<file path="src/hw/rtl/pfla_pkg.sv">
// Shared types and constants for the page free-list allocator.
// Used by the channel interfaces, the controller, the datapath and the top level.
// No dependencies.
`timescale 1ns / 1ps

package pfla_pkg;

   // Field widths fixed by the operation and result formats
   localparam int IdxWidth        = 12;
   localparam int StatusWidth     = 2;
   localparam int CountWidth      = 13;
   localparam int DefaultNumPages = 4096;

   typedef enum logic {
      OP_ALLOC = 1'b0,
      OP_FREE  = 1'b1
   } opcode_type;

   typedef enum logic [StatusWidth-1:0] {
      STATUS_OK       = 2'd0,
      STATUS_EMPTY    = 2'd1,
      STATUS_NOT_HELD = 2'd2
   } status_type;

   // Controller to datapath commands
   typedef struct packed {
      logic clear_step;   // write one held bit of the reset sweep
      logic accept;       // latch the request and launch memory reads
      logic commit;       // apply the operation and load the response register
   } pfla_cmd_type;

   // Datapath to controller status
   typedef struct packed {
      logic clear_last;   // sweep is at its final entry
      logic out_free;     // response register can take a new response
   } pfla_stat_type;

endpackage

</file>
<file path="src/hw/rtl/pfla_ctrl.sv">
// Controller state machine: reset sweep, request acceptance and commit sequencing.
// Depends on pfla_pkg for the command and status structs.
`timescale 1ns / 1ps

module pfla_ctrl (
   input  logic                    clock,
   input  logic                    reset,
   input  logic                    req_valid,
   output logic                    req_ready,
   input  pfla_pkg::pfla_stat_type stat,
   output pfla_pkg::pfla_cmd_type  cmd
);

   typedef enum logic [2:0] {
      ST_CLEAR = 3'b001,
      ST_IDLE  = 3'b010,
      ST_EXEC  = 3'b100
   } state_type;

   state_type state_ff;
   state_type state_in;

   // Decode commands from the current state
   always_comb begin
      req_ready       = (state_ff == ST_IDLE);
      cmd.clear_step  = (state_ff == ST_CLEAR);
      cmd.accept      = (state_ff == ST_IDLE) && req_valid;
      cmd.commit      = (state_ff == ST_EXEC) && stat.out_free;
   end

   // Next state
   always_comb begin
      state_in = state_ff;
      unique case (state_ff)
         ST_CLEAR: begin
            if (stat.clear_last) state_in = ST_IDLE;
         end
         ST_IDLE: begin
            if (req_valid) state_in = ST_EXEC;
         end
         ST_EXEC: begin
            // hold until the response register is free
            if (stat.out_free) state_in = ST_IDLE;
         end
         default: state_in = ST_CLEAR;
      endcase
   end

   always_ff @(posedge clock) begin
      if (reset) begin
         state_ff <= ST_CLEAR;
      end else begin
         state_ff <= state_in;
      end
   end

endmodule

</file>
<file path="config.mk">
export PLATFORM = sky130hd
export DESIGN_NAME = pfla_ctrl
export DESIGN_NICKNAME = d
export VERILOG_FILES = /design/src/hw/rtl/pfla_pkg.sv /design/src/hw/rtl/pfla_ctrl.sv
export SDC_FILE = /design/constraint.sdc
export NUM_CORES = 1
export LEC_CHECK = 0
export BUFFER_PORTS_ARGS = -buffer_cell sky130_fd_sc_hd__buf_2
export CAP_MARGIN = 20
export CORE_AREA = 2 2 39 41
export DETAILED_ROUTE_END_ITERATION = 8
export DIE_AREA = 0 0 41 43
export MAX_ROUTING_LAYER = met4
export PLACE_DENSITY_LB_ADDON = 0.12
export SYNTH_ARGS = -nofsm -noshare
export SYNTH_HDL_FRONTEND = slang
export SYNTH_SLANG_ARGS = --single-unit
</file>
<file path="constraint.sdc">
create_clock -name clock -period 1.1 [get_ports clock]
set_input_delay 0 -clock clock [delete_from_list [all_inputs] [get_ports clock]]
set_output_delay 0 -clock clock [all_outputs]
set_load 0.005 [all_outputs]
</file>
==> results of run 1 <==
## worst max-delay path, cell delays in order (launching register included)
cell	delay, ns
dfxtp_1	0.43
and4bb_2	0.27
buf_2	0.12
## synth_stat cells
master,number
dfxtp_1,3
a21oi_1,2
and4bb_2,2
nor2_1,2
nor3_1,2
inv_1,1
nand2b_1,1
nand2b_4,1
nor3b_1,1
o21bai_1,1
o22a_2,1
or3_1,1
## stage by stage
stage          cells  setup slack, ns  power (W)  cell area (um^2)  setup TNS, ns
2_1_floorplan     18           0.1558  0.0001483             167.7              0
3_5_place_dp      42          0.04330  0.0001689             227.7              0
6_report          47          0.04950  0.0003598             274.0              0
4_1_cts           47          0.03403  0.0003700             264.0              0
5_1_grt           47       -0.0001956  0.0003893             274.0     -0.0001956
3_3_place_gp      42          0.05205  0.0001689             227.7              0
## power by group through the flow
stage	Sequential (W)	Combinational [W]	Clock, W
2_1_floorplan	0.000124	0.0000244	0
4_1_cts	0.000125	0.0000451	0.000200
3_5_place_dp	0.000127	0.0000422	0
5_1_grt	0.000126	0.0000525	0.000210
6_report	0.000126	0.0000478	0.000186
3_3_place_gp	0.000127	0.0000420	0
## worst min path at each step
stage / end / start / slack [ns] / depth (start not counted)
finish: state_ff[2] / stat[0] / 0.06 / 3
global route: state_ff[2] / stat[0] / 0.06 / 3
CTS: state_ff[2] / stat[0] / 0.04 / 3
detailed placement: state_ff[2] / reset / 0.20 / 2
global placement: state_ff[2] / reset / 0.20 / 2
floorplan: state_ff[1] / reset / 0.07 / 1
## cells by family after synthesis
group,Yosys count
simple gates,10
compound gates,4
flops,3
buf+inv,1
## cell type report
cell class / count / area [um^2] / area share, %
Clock buffer: 4 / 26.28 / 9.589
Inverter: 1 / 3.754 / 1.370
Multi-Input combinational cell: 14 / 112.6 / 41.10
Sequential cell: 3 / 61.31 / 22.37
Tap cell: 16 / 20.02 / 7.306
Timing Repair Buffer: 9 / 50.05 / 18.26
## metal layers
metal  vias to the layer above  share of wire (%)  track usage [%]
met1                        83                 45            6.688
met3                         0                6.7            1.571
li1                         94                  -                -
met4                         0                  0            6.000
met2                         5                 48            7.187
met5                         -                  0                -
## what timing repair did
action                                  CTS  global route
buffers inserted                          0             0
hold buffers                              1             0
resized for setup                         0             3
hold endpoints to repair                  3             0
endpoints found under the setup margin    0             1
==> qor.txt, run 1 <==
Post-Synth Simple-Gate Area: 45.52%
layout net count: 37
initial drt markers: 0
logic gate share of total power: 13.3%
area share of the largest cell type after synthesis: 35.82%
largest cells by area after synthesis: dfxtp_1 36%, and4bb_2 15%, nand2b_4 8.2%
XOR/XNOR Fraction of Synth Area: 0%
Cell variety after synth: 12
Via Count: 182
syn avg cell area: 9.315 um^2
biggest regs: state_ff x3
switching power share of the total: 22.38%
Worst-path clk slew: 0.03 ns
max reg flops: 3
Initial DRT Pass Iterations: 1
Skew-Pair Late Insertion Delay: 0.23 ns
worst reg2reg setup slack: 0.05 ns
Leak: 0.1129 nW
CTS Sinks: 3
# fillers: 153
HP Class: primary input to flop
Hold Slack: 0.05671 ns
Warnings, synthesis: 0
final setup vio count: 0
GR Overflow Total: 0
max cap viols: 0
Antenna Nets Post-Route: 0
r2r endpoint: state_ff[1]
CTS max path bufs: 2
run status: complete, no violations
clock share of power: 51.8%
Tmin final: 1.050 ns
Power Internal: 0.0002793 W
post-synthesis adder-cell area fraction: 0%
Worst R2R Start: state_ff[2]
Slew @ Worst Pin: 0.2241 ns
FMAX: 951.9 MHz
Die Height: 43 um
Vias/cell: 3.872
Reg with most FFs: state_ff
first-pass GRT wire length: 648 um
Setup crit end: cmd[0]
Compound-Gate Fraction of Synth Area: 16.42%
GRT Resource Usage Total: 5.744%
Worst slew margin: 85.04%
H-tree levels: 1
Synth Instances: 18
worst vdd ir: 0.3819 mV
Layout area overhead: 63.43%
TritonCTS buffer count: 3
number of port buffers: 8
Final Hold Vio Count: 0
Crit path required time: 1.10 ns
layout cells sized above 1: 58.06%
Layout Utilization: 19.80%
core area: 1384 um^2
mux cell area share after synthesis: 0%
Die ar.: 1763 um^2
Total Wirelength: 449 um
sequential fraction of design power: 34.9%
Max FO, Critical Path: 8
drt wl/cell: 9.553 um
Synth Register Bits: 3
RD Place Congestion: 0.7547
Tcrit/Tclk final: 95.50%
pwr dens: 1313 nW/um^2
Worst R2R Path Depth: 3
Slew Viols, Final: 0
Root Driver: clkbuf_4
Psw: 0.00008051 W
Startpoint Class: flop
io pins: 9
commonest non-fill, non-tap cells in the layout: 8 x buf_2, 3 x clkbuf_4
CP startpoint: state_ff[0]
largest net degree at the start of global routing: 9
CTS tree: done
Worst Path Arrival: 1.05 ns
Die X: 41 um
Std-Cell Rows: 14
dpl hpwl: 336.6 um
post-synthesis instance area: 167.7 um^2
CP endpoint kind: output port
# diodes: 0
sequential area share after synthesis: 35.82%
Initial Util: 12.12%
leading cell type in the layout, fill and taps excluded: buf_2
number of global-route vias before repair: 175
critical path type: flop to output port
Setup Skew: 0.001265 ns
post-synth net total: 23
initial antenna violation count: 0
largest family of logic cells by synthesized area: simple AND/OR/NAND/NOR gates
Residual DRC: 0
leading area contributor after synthesis: dfxtp_1
No activity file was read; power rests on OpenSTA's default activity.
==> inputs of run 2 (changes only) <==
--- a/config.mk
+++ b/config.mk
@@ -5,6 +5,7 @@
 export SDC_FILE = /design/constraint.sdc
 export NUM_CORES = 1
 export LEC_CHECK = 0
+export ABC_AREA = 1
 export BUFFER_PORTS_ARGS = -buffer_cell sky130_fd_sc_hd__buf_2
 export CAP_MARGIN = 20
 export CORE_AREA = 2 2 39 41
@@ -12,6 +13,7 @@
 export DIE_AREA = 0 0 41 43
 export MAX_ROUTING_LAYER = met4
 export PLACE_DENSITY_LB_ADDON = 0.12
+export RECOVER_POWER = 50
 export SYNTH_ARGS = -nofsm -noshare
 export SYNTH_HDL_FRONTEND = slang
 export SYNTH_SLANG_ARGS = --single-unit
==> run 2 against run 1 <==
Non-clock buffer count rose by 1. Critical path depth rose by 3. First-iteration DRC count rose by 1. Synthesized area rose by 5.2%. Clock power rose by 4%. Highest routed layer is now met4.
==> qor.txt, run 2 <==
Die ar.: 1763 um^2 (unchanged)
top-count cell post-synth: inv_1 (was dfxtp_1)
area share of the largest cell type after synthesis: 34.04% (was 35.82%)
Cell variety after synth: 8 (was 12)
Worst-path clk slew: 0.04 ns (was 0.03 ns)
Post-synth ARST share: 0% (unchanged)
Compound-Gate Fraction of Synth Area: 4.965% (was 16.42%)
largest cells by area after synthesis: dfxtp_1 34%, nand3_1 17%, inv_1 17% (was dfxtp_1 36%, and4bb_2 15%, nand2b_4 8.2%)
clock share of power: 42.6% (was 51.8%)
pwr dens: 1600 nW/um^2 (was 1313 nW/um^2)
Max FO, Critical Path: 4 (was 8)
register area: 62.56 um^2 (was 61.31 um^2)
Die Height: 43 um (unchanged)
Synth Instances: 30 (was 18)
Slew @ Worst Pin: 0.1694 ns (was 0.2241 ns)
Antenna Nets Post-Route: 0 (unchanged)
FMAX: 979.6 MHz (was 951.9 MHz)
Layout area overhead: 61.70% (was 63.43%)
io pins: 9 (unchanged)
Die X: 41 um (unchanged)
Total Wirelength: 428 um (was 449 um)
Tcrit/Tclk final: 92.81% (was 95.50%)
logic gate share of total power: 25.2% (was 13.3%)
area of the multi-input gates: 85.08 um^2 (was 112.6 um^2)
Final Hold Vio Count: 0 (unchanged)
max reg flops: 3 (unchanged)
H-tree levels: 1 (unchanged)
Psw: 0.0001372 W (was 0.00008051 W)
max cap viols: 0 (unchanged)
Crit path required time: 1.10 ns (about the same)
TritonCTS buffer count: 3 (unchanged)
Via Count: 214 (was 182)
Residual DRC: 0 (unchanged)
Root Driver: clkbuf_4 (unchanged)
post-synth net total: 35 (was 23)
largest net degree at the start of global routing: 5 (was 9)
core area: 1384 um^2 (unchanged)
post-synthesis adder-cell area fraction: 0% (unchanged)
CTS Sinks: 3 (unchanged)
Initial Util: 12.75% (was 12.12%)
non-filler instance count after layout: 60 (was 47)
post-synthesis instance area: 176.4 um^2 (was 167.7 um^2)
layout net count: 50 (was 37)
Std-Cell Rows: 14 (unchanged)
CP endpoint kind: output port (unchanged)
Skew-Pair Late Insertion Delay: 0.23 ns (about the same)
run status: complete, no violations (unchanged)
CTS tree: done (unchanged)
Leak: 0.1680 nW (was 0.1129 nW)
# diodes: 0 (unchanged)
Vias/cell: 3.567 (was 3.872)
switching power share of the total: 30.05% (was 22.38%)
layout cells sized above 1: 40.91% (was 58.06%)
Slew Viols, Final: 0 (unchanged)
mux cell area share after synthesis: 0% (unchanged)
syn avg cell area: 5.881 um^2 (was 9.315 um^2)
GR Overflow Total: 0 (unchanged)
Reg with most FFs: state_ff (unchanged)
CTS max path bufs: 2 (unchanged)
dominant synthesized flop cell: dfxtp_1 (unchanged)
initial drt markers: 1 (was 0)
dpl cells: 54 (was 42)
Worst Path Arrival: 1.02 ns (was 1.05 ns)
drt wl/cell: 7.133 um (was 9.553 um)
largest family of logic cells by synthesized area: simple AND/OR/NAND/NOR gates (unchanged)
number of global-route vias before repair: 208 (was 175)
Worst slew margin: 88.69% (was 85.04%)
leading area contributor after synthesis: dfxtp_1 (unchanged)
HP Class: primary input to flop (unchanged)
Post-synth EDFFs: 0 (unchanged)
XOR/XNOR Fraction of Synth Area: 0% (unchanged)
RSZ-0062 raised after global routing: true
critical path type: flop to output port (unchanged)
sequential fraction of design power: 32.2% (was 34.9%)
Initial DRT Pass Iterations: 3 (was 1)
dpl hpwl: 348.6 um (was 336.6 um)
Hold Slack: 0.02724 ns (was 0.05671 ns)
Power Internal: 0.0003193 W (was 0.0002793 W)
worst vdd ir: 0.4333 mV (was 0.3819 mV)
initial antenna violation count: 0 (unchanged)
GRT Resource Usage Total: 7.084% (was 5.744%)
biggest regs: state_ff x3 (unchanged)
# fillers: 173 (was 153)
Synth Register Bits: 3 (unchanged)
first-pass GRT wire length: 738 um (was 648 um)
number of port buffers: 8 (unchanged)
Post-Synth Simple-Gate Area: 41.84% (was 45.52%)
final setup vio count: 0 (unchanged)
Setup Skew: 0.003423 ns (was 0.001265 ns)
Startpoint Class: flop (unchanged)
sequential area share after synthesis: 34.04% (was 35.82%)
Warnings, synthesis: 0 (unchanged)
Tmin final: 1.021 ns (was 1.050 ns)
TNS Setup: 0 ns (unchanged)
commonest non-fill, non-tap cells in the layout: 8 x inv_1, 8 x buf_2, 6 x nor2_1, 6 x nand3_1 (was 8 x buf_2, 3 x clkbuf_4)
RD Place Congestion: 0.6879 (was 0.7547)
synth cell count leaders: 8 x inv_1, 7 x nor2_1, 6 x nand3_1 (was 3 x dfxtp_1, 2 x a21oi_1, 2 x and4bb_2, 2 x nor2_1, 2 x nor3_1)
## run 2: area by class of cell
cell class / count / share of cell area, %
sequential: 3 / 21.93
multi-input combinational: 18 / 29.82
tap: 16 / 7.018
clock buffer: 4 / 9.211
inverter: 9 / 11.84
timing repair buffer: 10 / 20.18
## run 2: worst max-delay path, cell delays in order (launching register included)
cell     delay, ns
dfxtp_1       0.39
nand2_1       0.12
inv_2         0.07
nand2_2       0.05
inv_1         0.05
buf_2         0.10
## run 2: power by group through the flow
stage | Sequential (W) | Clock [W] | Combinational [W]
final | 0.000147 | 0.000194 | 0.000115
after CTS | 0.000142 | 0.000206 | 0.000112
after global routing | 0.000149 | 0.000214 | 0.000131
after floorplan | 0.000139 | 0 | 0.0000741
after global placement | 0.000145 | 0 | 0.000110
after detailed placement | 0.000144 | 0 | 0.000109
## run 2: path summary, 6_finish.rpt
| kind | start | to | slack (ns) | depth (start not counted) |
|---|---|---|---|---|
| worst max-delay path | state_ff[1] | cmd[1] | 0.08 | 5 |
| worst min-delay path | req_valid | state_ff[2] | 0.03 | 3 |
| worst max register to register | state_ff[1] | state_ff[1] | 0.16 | 5 |
| worst min register to register | state_ff[2] | state_ff[2] | 0.55 | 2 |
## run 2: timing repair
item                       in CTS  in global routing
gates resized for setup         0                  3
setup endpoints to repair       0                  2
setup buffers                   0                  1
hold endpoints to repair        1                  0
hold buffers                    1                  0
## run 2: routing by layer
metal | GRT usage (%) | routed length (um)
met1 | 6.070 | 160
met2 | 9.063 | 214
met3 | 6.283 | 49
met4 | 6.000 | 4
met5 | - | 0
## run 2: metrics by stage
| step | setup slack (ns) | utilization, % | total power, W | instance area [um^2] |
|---|---|---|---|---|
| 6_report | 0.07914 | 20.61 | 0.0004565 | 285.3 |
| 3_3_place_gp | 0.2271 | 17.09 | 0.0002551 | 236.5 |
| 4_1_cts | 0.05158 | 19.71 | 0.0004603 | 272.8 |
| 3_5_place_dp | 0.2330 | 17.09 | 0.0002529 | 236.5 |
| 2_1_floorplan | 0.3221 | - | 0.0002135 | 176.4 |
| 5_1_grt | -0.004070 | 20.61 | 0.0004954 | 285.3 |
## run 2: cell families (layout without fill, tap and decap cells)
kind of cell | count (synthesis) | count (layout)
compound gates | 1 | 1
buf+inv | 9 | 23
flops | 3 | 3
simple gates | 17 | 17
